==> src/hdl/mpc_ram.sv <==
// ----------------------------------------------------------------------------
// mpc_ram: generic single write port, single read port RAM
// Synchronous write and registered read; read data appears in the cycle after
// the read address is presented.
// ----------------------------------------------------------------------------
module mpc_ram #(
	parameter int WIDTH = 8,
	parameter int DEPTH = 16
) (
	input  logic                     clk,
	input  logic                     wr_en,
	input  logic [$clog2(DEPTH)-1:0] wr_addr,
	input  logic [WIDTH-1:0]         wr_data,
	input  logic                     rd_en,
	input  logic [$clog2(DEPTH)-1:0] rd_addr,
	output logic [WIDTH-1:0]         rd_data
);

	logic [WIDTH-1:0] mem_q [DEPTH];

	always_ff @(posedge clk) begin
		if (wr_en) begin
			mem_q[wr_addr] <= wr_data;
		end
		if (rd_en) begin
			rd_data <= mem_q[rd_addr];
		end
	end

endmodule

==> config.mk <==
export PLATFORM = sky130hd
export DESIGN_NAME = mpc_ram
export DESIGN_NICKNAME = d
export VERILOG_FILES = /design/src/hdl/mpc_ram.sv
export SDC_FILE = /design/constraint.sdc
export NUM_CORES = 1
export LEC_CHECK = 0
export BUFFER_PORTS_ARGS = -buffer_cell sky130_fd_sc_hd__buf_2
export CAP_MARGIN = 20
export CORE_MARGIN = 5
export CORE_UTILIZATION = 55
export DETAILED_ROUTE_END_ITERATION = 16
export MAX_ROUTING_LAYER = met4
export PLACE_DENSITY = 0.73
export SETUP_SLACK_MARGIN = 0.1
export SKIP_LAST_GASP = 1
export SLEW_MARGIN = 30
export SYNTH_ARGS = -nofsm -noshare
export SYNTH_HDL_FRONTEND = slang
export SYNTH_SLANG_ARGS = --single-unit
==> constraint.sdc <==
create_clock -name clk -period 2.5 [get_ports clk]
set_input_delay 0.625 -clock clk [delete_from_list [all_inputs] [get_ports clk]]
set_output_delay 0.625 -clock clk [all_outputs]
set_load 0.02 [all_outputs]
### Word-level counts from Yosys, hierarchy flattened

Memories as Yosys holds them, arrays and structs flattened. A register that Yosys moved wholly into a read port is not among the register bits.
Cells that the tools add are included.

| cells by class | value |
|---|---|
| muxes and demuxes | 2 |

Operators by type and width:

| operator | number |
|---|---|
| 1-bit 2-to-1 mux | 2 |

| storage, ports and cells | value |
|---|---|
| input bits | 19 |
| bits in writable memories | 128 |
| word-level logic and storage cells | 3 |
| bits in registers | 0 |
| memories | 1 |
| output and inout bits | 8 |

Memory list:

| name | words | width | rd ports | clocked after memory_dff | write ports | line | source |
|---|---|---|---|---|---|---|---|
| mem_q | 16 | 8 | 1 | 1 | 1 | 19 | `logic [WIDTH-1:0] mem_q [DEPTH];` |

### Longest topological paths before layout

Gate-level depths: netlist of the first run.

| logic depth | value |
|---|---|
| depth in word-level cells | 2 |
| mapped depth | 5 |
| depth with buffers taken out | 3 |

### Least setup slack after synthesis of the first run

Ideal clock, no wire load.

| timing path | value |
|---|---|
| path type | input-to-reg |
| start | in wr_addr[2] |
| end | mem mem_q[0][0], enable pin |
| arrival | 1,735 ps |
| data required time | 2,117 ps |
| cell stages on the path | 2 |
| slack | 382 ps |
| setup time | 383 ps |
| path buffers | 0 |
| cells stage by stage | or3b_2 nor3_1 |

RTL lines:

| item | line | source |
|---|---|---|
| from (decl) | 12 | `input logic [$clog2(DEPTH)-1:0] wr_addr,` |
| to (decl) | 19 |  |

No word-level cell before the write port.

==> out/metrics.yaml, run 1 <==
status:
  outcome: "finished clean"
synth:
  synth.distinct_cells: 18
  synth_most_common_cell: "edfxtp_1"
  avgSynthCellArea_um2: 22.8
  synth.top_cell.area_share_pct: 78.1
  ys.flop_type: "edfxtp_1"
  synth_commonest_cells: "136 x edfxtp_1, 18 x mux4_2, 16 x a22oi_1, 14 x mux4_1, 13 x nor2_1"
  synthTopCellsByArea: "edfxtp_1 78%, mux4_2 7.8%, mux4_1 7.0%"
  yosys_register_bits: 136
  synth-edff-count: 136
  yosysWarnings: 0
  syn-num-nets: 248
  yosys.area.top_type: "edfxtp_1"
  async_flop_share_pct: 0
  synthCells: 229
  ys_seq_area_share_pct: 78.1
  syn_area_um2: 5230
sta:
  hold_viol_final: 0
  drv_slew: 0
  finalCriticalPeriod_ns: 1.75
  rsz0062_at_grt: "false"
  setup_violations: 0
  worst_slew_margin_rel_pct: 73.1
  worst_pin_slew_ns: 0.403
  finClkSkew_ns: 0.0127
  min_period_over_period_pct: 70.0
  fin_setup_tns_ns: 0
  fmax_mhz: 571
setup_path:
  cp-end-kind: "register"
  rr_startpoint: "mem_q[11][6]"
  cp.arrival_ns: 2.01
  path_class: "in -> reg"
  cp.required_ns: 2.76
  critPathLaunch: "rd_addr[0]"
  start_kind: "input pin"
  cp_max_fo: 16
layout:
  syn_to_final_growth_pct: 18.9
  fin_nets: 305
  nFillCells: 569
  final_area_um2: 6220
  drive_gt1_share_pct: 32.4
  fin_util_pct: 67.3
  final_cells: 429
clock_network:
  post_cts_resized: 0
  postCtsHoldBufs: 0
  htreeDepth: 4
  clk_path_buf_depth: 2
  cts.sink_count: 136
  cts_tree: "yes"
  clk_pin_slew_ns: 0.07
  clock_latency_ns: 0.52
  cts_made_buffers: 17
  cts-root-buf: "clkbuf_8"
  cts_setup_buffers: 0
power_and_ir_drop:
  p_clk_share_pct: 46.7
  power_density_nw_per_um2: 853
  combPwrFrac_pct: 4.7
  p_int_mw: 4.20
  irDropWorstVdd_mv: 0.512
  p_sw_mw: 1.11
  p_leak_nw: 2.11
  switching_share_pct: 20.9
  pwr-share-seq_pct: 48.7
drt:
  drtIter0Drc: 197
  antenna_left: 0
  totalWireLength_um: 10100
  routed_via_density: 5.83
  vias: 2503
  drc: 0
  drt_pass1_iterations: 4
  wl_per_cell_um: 23.6
global_routing:
  grt_pass1_wl_um: 15800
  grt_max_degree: 19
  grt_pass1_vias: 2633
  grt_usage_pct: 20.0
  grt-ovfl-total: 0
  antenna_found_initial: 1
place:
  dp_hpwl_um: 6370
  io_buffers: 26
  place_congestion: 0.769
  dp_cells: 396
  placed_cell_area_um2: 5620
die:
  initial_core_util_pct: 56.6
  dieArea_um2: 11600
  die_w_um: 107
  rows: 35
  die_h_um: 107
  io_pins: 27
  fp.coreArea_um2: 9240
worst_hold_path:
  holdCritStartpoint: "rd_en"
  min_path_type: "in -> reg"
run:
  cap_violations: 0
## power groups by stage
stage               Sequential (mW)  Combinational, mW  Clock, mW
floorplan                      2.64              0.130          0
global placement               2.63              0.245          0
detailed placement             2.63              0.250          0
CTS                            2.58              0.251       2.49
global route                   2.59              0.269       2.61
finish                         2.58              0.247       2.48
## logic make-up after synthesis
family / after synthesis / share of synthesized area [%]
flip-flops: 136 / 78.1
buffers and inverters: 10 / 1.65
multiplexers: 32 / 14.8
AND/OR/NAND/NOR: 35 / 3.14
AO/OA/AOI/OAI: 16 / 2.30
## worst max-delay path: stages
cell     delay (ns)
buf_2          0.22
buf_12         0.21
mux4_2         0.53
a22oi_1        0.31
nand2_1        0.11
## layout make-up
type | instances | area, µm² | area share, %
timing repair buffer | 48 | 320 | 5.15
antenna | 1 | 2.50 | 0.0402
tap | 129 | 161 | 2.60
sequential | 136 | 4080 | 65.7
clock buffer | 18 | 418 | 6.72
clock inverter | 14 | 174 | 2.80
multi-input combinational | 83 | 1060 | 17.0
## worst paths after layout
kind / to / slack [ns] / cells after the start
max: rd_data[6] / 0.75 / 5
min: rd_data[6] / 0.47 / 1
max reg2reg: rd_data[6] / 0.96 / 3
min reg2reg: rd_data[1] / 0.77 / 3
## state kept, by name (all words and copies together) (netlist names)
register,count
mem_q,128
rd_data,8
## through the flow
step | setup slack [ns] | hold slack, ns | total power [mW]
final | 0.750 | 0.473 | 5.31
after CTS | 0.741 | 0.457 | 5.33
after detailed placement | 0.200 | 0.750 | 2.88
after global routing | 0.655 | 0.464 | 5.47
after floorplan | 0.382 | 0.705 | 2.77
after global placement | 0.186 | 0.741 | 2.87
## per-layer routing
metal  routed length, µm  share of wire, %  global-route usage [%]  vias to the layer above
met4                 112               1.1                    6.22                        0
met5                   0                 0                       -                        -
li1                    -                 -                       -                     1102
met3                 476               4.7                    4.74                       12
met1                4400                43                    26.3                     1306
met2                5150                51                    31.4                       83
## layout by cell type (no fill, tap or decap), types with 2 or more instances in the layout
master,n
buf_2,26
a22oi_1,16
nand3b_1,2
mux4_2,18
nor2_1,13
buf_4,20
nand2_1,9
inv_6,3
clkinv_4,3
bufinv_16,3
nor3_1,4
edfxtp_1,136
mux4_1,14
nand2b_1,2
buf_12,2
clkbuf_16,16
clkinvlp_4,3
No activity file was read; power rests on OpenSTA's default activity.
==> run 2, diff against run 1 <==
ABC_AREA = 1   (was not set)
clock period = 1.71 ns   (was 2.5 ns; I/O delays follow)
==> run 2 against run 1 <==
- worst hold slack got worse by 0.20 ns
- highest routed layer unchanged
- first-iteration DRC count increased by 61%
- register-to-register slack got worse by 0.39 ns
- largest cell class unchanged
- via count increased by 58%
- critical endpoint is now rd_data[4]
- sequential power increased by 47%
- flip-flop and latch count unchanged
==> out/metrics.yaml, run 2 <==
sta:
  setup_violations: 0  # unchanged
  fin_setup_tns_ns: 0  # unchanged
  finalCriticalPeriod_ns: 1.56
  whs_ns: 0.278  # was 0.473 ns
  finClkSkew_ns: 0.00820  # was 0.0127 ns
  worst_pin_slew_ns: 0.598  # was 0.403 ns
  min_period_over_period_pct: 91.5
  drv_slew: 0  # unchanged
  rsz0062_at_grt: "false"  # unchanged
  worst_slew_margin_rel_pct: 60.1  # was 73.1%
  fmax_mhz: 639
  final.setup.worst_slack_ns: 0.146  # was 0.750 ns
  hold_viol_final: 0  # unchanged
die:
  rows: 37  # was 35
  die_w_um: 113  # was 107 µm
  fp.coreArea_um2: 10400  # was 9240 µm²
  io_pins: 27  # unchanged
  initial_core_util_pct: 56.4  # was 56.6%
  die_h_um: 113  # was 107 µm
  dieArea_um2: 12800  # was 11600 µm²
clock_network:
  cts_tree: "yes"  # unchanged
  cts_setup_buffers: 0  # unchanged
  postCtsHoldBufs: 0  # unchanged
  cts.sink_count: 136  # unchanged
  cts_made_buffers: 17  # unchanged
  clock_latency_ns: 0.52  # about the same
  htreeDepth: 4  # unchanged
  clk_pin_slew_ns: 0.06  # was 0.07 ns
  clk_path_buf_depth: 2  # unchanged
  cts-root-buf: "clkbuf_8"  # unchanged
  post_cts_resized: 0  # unchanged
layout:
  multi_input_area_um2: 1210  # was 1060 µm²
  seqCellArea_um2: 4080  # unchanged
  fin_nets: 619  # was 305
  diodes: 0  # was 1
  fin_util_pct: 65.7  # was 67.3%
  nFillCells: 797  # was 569
  final_cells: 748  # was 429
  top_regs: "mem_q x128, rd_data x8"  # unchanged
  syn_to_final_growth_pct: 16.6  # was 18.9%
  largest_register: "mem_q"  # unchanged
  largest_reg_flops: 128  # unchanged
  drive_gt1_share_pct: 13.6  # was 32.4%
  layout_commonest_cell: "nand2_1"  # was edfxtp_1
  final_cell_mix: "173 x nand2_1, 136 x edfxtp_1, 100 x inv_1"  # was 136 x edfxtp_1, 26 x buf_2, 20 x buf_4
  final_area_um2: 6820  # was 6220 µm²
synth:
  synthTopCellsByArea: "edfxtp_1 70%, nand2_1 11%, nand3_1 8.3%"  # was edfxtp_1 78%, mux4_2 7.8%, mux4_1 7.0%
  async_flop_share_pct: 0  # unchanged
  synth.top_cell.area_share_pct: 69.8  # was 78.1%
  avgSynthCellArea_um2: 10.6  # was 22.8 µm²
  synthCells: 551  # was 229
  synth.distinct_cells: 11  # was 18
  ys.flop_type: "edfxtp_1"  # unchanged
  synth_most_common_cell: "nand2_1"  # was edfxtp_1
  syn_area_um2: 5850  # was 5230 µm²
  yosys_register_bits: 136  # unchanged
  synth_commonest_cells: "173 x nand2_1, 136 x edfxtp_1, 100 x inv_1, 97 x nand3_1, 17 x nor2_1"  # was 136 x edfxtp_1, 18 x mux4_2, 16 x a22oi_1, 14 x mux4_1, 13 x nor2_1
  synth-edff-count: 136  # unchanged
  syn-num-nets: 570  # was 248
  yosys.area.top_type: "edfxtp_1"  # unchanged
  yosysWarnings: 0  # unchanged
  ys_seq_area_share_pct: 69.8  # was 78.1%
global_routing:
  grt-ovfl-total: 0  # unchanged
  antenna_found_initial: 0  # was 1
  grt_max_degree: 39  # was 19
  grt_pass1_wl_um: 21300  # was 15800 µm
  use_met1_pct: 30.0  # was 26.3%
  grt.busiest_layer: "met2"  # unchanged
  grt_pass1_vias: 3899  # was 2633
  met3_usage_pct: 5.19  # was 4.74%
  use_met2_pct: 37.2  # was 31.4%
  grt_usage_pct: 23.1  # was 20.0%
setup_path:
  path_buf_inv: 1  # was 2
  cp.required_ns: 1.28  # was 2.76 ns
  cp_max_fo: 1  # was 16
  cp.arrival_ns: 1.14  # was 2.01 ns
  cp-end-kind: "primary output"  # was register
  worst_path_max_delay_cell: "edfxtp_1"  # was mux4_2
  start_kind: "register"  # was input pin
  crit_family: "flip-flops"  # was multiplexers
  critical_path.cell_chain: "buf_2"  # was buf_2 -> buf_12 -> mux4_2 -> a22oi_1 -> nand2_1
  path_class: "reg -> out"  # was in -> reg
  cpPeakStageDelay_ns: 0.43  # was 0.53 ns
  critPathLaunch: "rd_data[4]"  # was rd_addr[0]
  rr_startpoint: "mem_q[8][3]"  # was mem_q[11][6]
power_and_ir_drop:
  p_leak_nw: 2.96  # was 2.11 nW
  irDropWorstVdd_mv: 0.628  # was 0.512 mV
  power_density_nw_per_um2: 1150  # was 853 nW/µm²
  totalPowerFinal_mw: 7.81  # was 5.31 mW
place:
  dp_cells: 717  # was 396
  io_buffers: 26  # unchanged
  dp_slack_ns: 0.0309  # was 0.200 ns
  dp_hpwl_um: 8620  # was 6370 µm
  place_congestion: 0.883  # was 0.769
  placed_cell_area_um2: 6240  # was 5620 µm²
worst_hold_path:
  min_path_type: "in -> reg"  # unchanged
  holdCritStartpoint: "rd_en"  # unchanged
drt:
  wl_per_cell_um: 18.1  # was 23.6 µm
  antenna_left: 0  # unchanged
  totalWireLength_um: 13500  # was 10100 µm
  vias: 3949  # was 2503
  drtIter0Drc: 318  # was 197
  routed_via_density: 5.28  # was 5.83
  drc: 0  # unchanged
  drt_pass1_iterations: 5  # was 4
run:
  cap_violations: 0  # unchanged
status:
  outcome: "finished clean"  # unchanged
==> run 2: cell count changes after synthesis, sizes merged, moves of 4 or more <==
| cell | delta |
|---|---|
| nand3 | +96 |
| nand2 | +164 |
| inv | +102 |
| mux4 | -32 |
| nor2 | +4 |
| nor3 | -4 |
| buf | +17 |
| a22oi | -16 |
==> run 2: cells by family (layout without fill, tap and decap cells) <==
logic type	Yosys count	in the layout	share of synthesized area [%]
buf+inv	126	187	9.39
simple gates	289	289	20.8
flops	136	136	69.8
==> run 2: layout make-up <==
type | instances | area share, %
inverter | 102 | 5.62
timing repair buffer | 54 | 5.73
tap | 136 | 2.50
clock inverter | 12 | 2.26
multi-input combinational | 289 | 17.8
clock buffer | 19 | 6.19
sequential | 136 | 59.9
==> run 2: routing by layer <==
layer	vias to the layer above	share of wire [%]
met1	1894	41
met4	0	1.2
met5	-	0
li1	1876	-
met3	18	7.0
met2	161	51
==> run 2: path summary, 6_finish.rpt <==
check / endpoint / slack [ns] / depth (start not counted)
worst max-delay path: rd_data[4] / 0.15 / 1
worst min-delay path: rd_data[0] / 0.28 / 1
worst max register to register: rd_data[3] / 0.57 / 6
worst min register to register: rd_data[0] / 0.74 / 6
==> run 2: report_power, final <==
| part | internal, mW | total (mW) | switching (mW) | leakage [nW] |
|---|---|---|---|---|
| Clock | 2.21 | 3.54 | 1.33 | 0.265 |
| Combinational | 0.149 | 0.492 | 0.343 | 1.46 |
| Sequential | 3.76 | 3.78 | 0.0259 | 1.24 |
==> run 3, diff against run 2 <==
CTS_BUF_LIST = sky130_fd_sc_hd__clkbuf_4   (was not set)
==> run 3 against run 2 <==
- sequential power hardly changed
- final cell count did not move
- total power is 17% lower
- flip-flop and latch count did not move
- global-route usage down 0.33 points
- worst hold slack worse by 0.020 ns
- combinational power grew 2%
- clock power shrank 39%
- via count fell by 2.1%
- critical path depth unchanged
- die area did not move
- critical path type unchanged
==> out/metrics.yaml, run 3 (synthesis gave the netlist of run 2 again) <==
status:
  outcome: "finished clean"  # unchanged
setup_path:
  worst_path_max_delay_cell: "edfxtp_1"  # unchanged
  cpPeakStageDelay_ns: 0.46  # was 0.43 ns
  cp-end-kind: "primary output"  # unchanged
  start_kind: "register"  # unchanged
  critical_path.cell_chain: "buf_6"  # was buf_2
  path_class: "reg -> out"  # unchanged
  cp_max_fo: 1  # unchanged
  cp.required_ns: 1.28  # about the same
  crit_family: "flip-flops"  # unchanged
  path_buf_inv: 1  # unchanged
  cp.arrival_ns: 1.14  # about the same
die:
  initial_core_util_pct: 56.4  # unchanged
  fp.coreArea_um2: 10400  # unchanged
  dieArea_um2: 12800  # unchanged
  die_w_um: 113  # unchanged
  io_pins: 27  # unchanged
  die_h_um: 113  # unchanged
  rows: 37  # unchanged
layout:
  drive_gt1_share_pct: 13.9  # was 13.6%
  final_cells: 748  # unchanged
  syn_to_final_growth_pct: 12.5  # was 16.6%
  final_cell_mix: "173 x nand2_1, 136 x edfxtp_1, 100 x inv_1"  # unchanged
  fin_nets: 619  # unchanged
  largest_reg_flops: 128  # unchanged
  diodes: 0  # unchanged
  layout_commonest_cell: "nand2_1"  # unchanged
  largest_register: "mem_q"  # unchanged
  top_regs: "mem_q x128, rd_data x8"  # unchanged
sta:
  min_period_over_period_pct: 91.7  # was 91.5%
  finalCriticalPeriod_ns: 1.57  # was 1.56 ns
  hold_viol_final: 0  # unchanged
  rsz0062_at_grt: "true"  # was false
  finClkSkew_ns: 0.0187  # was 0.00820 ns
  worst_pin_slew_ns: 0.589  # was 0.598 ns
  worst_slew_margin_rel_pct: 60.7  # was 60.1%
  setup_violations: 0  # unchanged
  drv_slew: 0  # unchanged
  fin_setup_tns_ns: 0  # unchanged
  fmax_mhz: 638  # was 639 MHz
  final.setup.worst_slack_ns: 0.142  # was 0.146 ns
global_routing:
  grt_pass1_vias: 3865  # was 3899
  grt_max_degree: 39  # unchanged
  antenna_found_initial: 0  # unchanged
  grt_pass1_wl_um: 20700  # was 21300 µm
  grt_usage_pct: 22.8  # was 23.1%
  grt-ovfl-total: 0  # unchanged
drt:
  antenna_left: 0  # unchanged
  wl_met1_um: 5430  # was 5560 µm
  top_layer: "met4"  # unchanged
  met2WireLength_um: 6810  # was 6840 µm
  drt_pass1_iterations: 5  # unchanged
  wl_met3_um: 823  # was 951 µm
  drc: 0  # unchanged
  wl_per_cell_um: 17.7  # was 18.1 µm
  vias: 3867  # was 3949
  totalWireLength_um: 13300  # was 13500 µm
  routed_via_density: 5.17  # was 5.28
  drtIter0Drc: 337  # was 318
power_and_ir_drop:
  combPwrFrac_pct: 7.8  # was 6.3%
  p_sw_mw: 1.50  # was 1.70 mW
  p_int_mw: 4.95  # was 6.11 mW
  pwr-share-seq_pct: 58.6  # was 48.4%
  irDropWorstVdd_mv: 0.551  # was 0.628 mV
  power_density_nw_per_um2: 981  # was 1150 nW/µm²
  switching_share_pct: 23.3  # was 21.8%
  p_leak_nw: 2.85  # was 2.96 nW
  totalPowerFinal_mw: 6.45  # was 7.81 mW
  p_clk_share_pct: 33.6  # was 45.3%
place:
  place_congestion: 0.883  # unchanged
  io_buffers: 26  # unchanged
  dp_cells: 717  # unchanged
  dp_hpwl_um: 8620  # unchanged
  dp_slack_ns: 0.0309  # unchanged
clock_network:
  htreeDepth: 4  # unchanged
  cts.sink_count: 136  # unchanged
  cts-root-buf: "clkbuf_4"  # was clkbuf_8
  clk_path_buf_depth: 2  # unchanged
  cts_tree: "yes"  # unchanged
  cts_setup_buffers: 0  # unchanged
  clk_pin_slew_ns: 0.13  # was 0.06 ns
  postCtsHoldBufs: 0  # unchanged
  cts_made_buffers: 17  # unchanged
  clock_latency_ns: 0.53  # was 0.52 ns
worst_hold_path:
  min_path_type: "in -> reg"  # unchanged
run:
  cap_violations: 0  # unchanged
-- run 3: per-layer routing --
layer	track usage [%]	up-vias
li1	-	1881
met1	29.3	1829
met2	36.1	145
met3	5.67	12
met4	6.97	0
met5	-	-
-- run 3: worst paths after layout --
| check | startpoint | to | slack, ns | cells past startpoint |
|---|---|---|---|---|
| setup / recovery | rd_data[3] | rd_data[3] | 0.14 | 1 |
| hold / removal | rd_en | rd_data[0] | 0.26 | 1 |
| setup reg to reg | mem_q[15][2] | rd_data[2] | 0.56 | 6 |
| hold reg to reg | mem_q[11][0] | rd_data[0] | 0.74 | 6 |
-- run 3: area by class of cell --
class                           count  area (µm²)
Fill cell                         843        3790
Tap cell                          136         170
Clock buffer                       19         143
Multi-Input combinational cell    289        1210
Sequential cell                   136        4080
Timing Repair Buffer               54         428
Inverter                          102         383
Clock inverter                     12         154
-- run 3: through the flow --
step	instance area [µm²]	hold slack [ns]	utilization, %
finish	6580	0.258	63.4
global route	6580	0.203	63.4
floorplan	5850	0.526	-
detailed placement	6240	0.732	60.2
CTS	6540	0.210	63.1
global placement	6240	0.714	60.2
-- run 3: power groups by stage --
| stage | Combinational [mW] | Sequential (mW) | Clock, mW |
|---|---|---|---|
| 6_report | 0.501 | 3.78 | 2.17 |
| 5_1_grt | 0.553 | 3.78 | 2.37 |
| 4_1_cts | 0.495 | 3.78 | 2.21 |
| 3_3_place_gp | 0.476 | 3.85 | 0 |
| 3_5_place_dp | 0.489 | 3.85 | 0 |
| 2_1_floorplan | 0.263 | 3.86 | 0 |
-- run 3: what timing repair did --
| action | in CTS | in global routing |
|---|---|---|
| endpoints found under the hold margin | 0 | 0 |
| gates resized for setup | 2 | 10 |
| setup endpoints to repair | 1 | 6 |
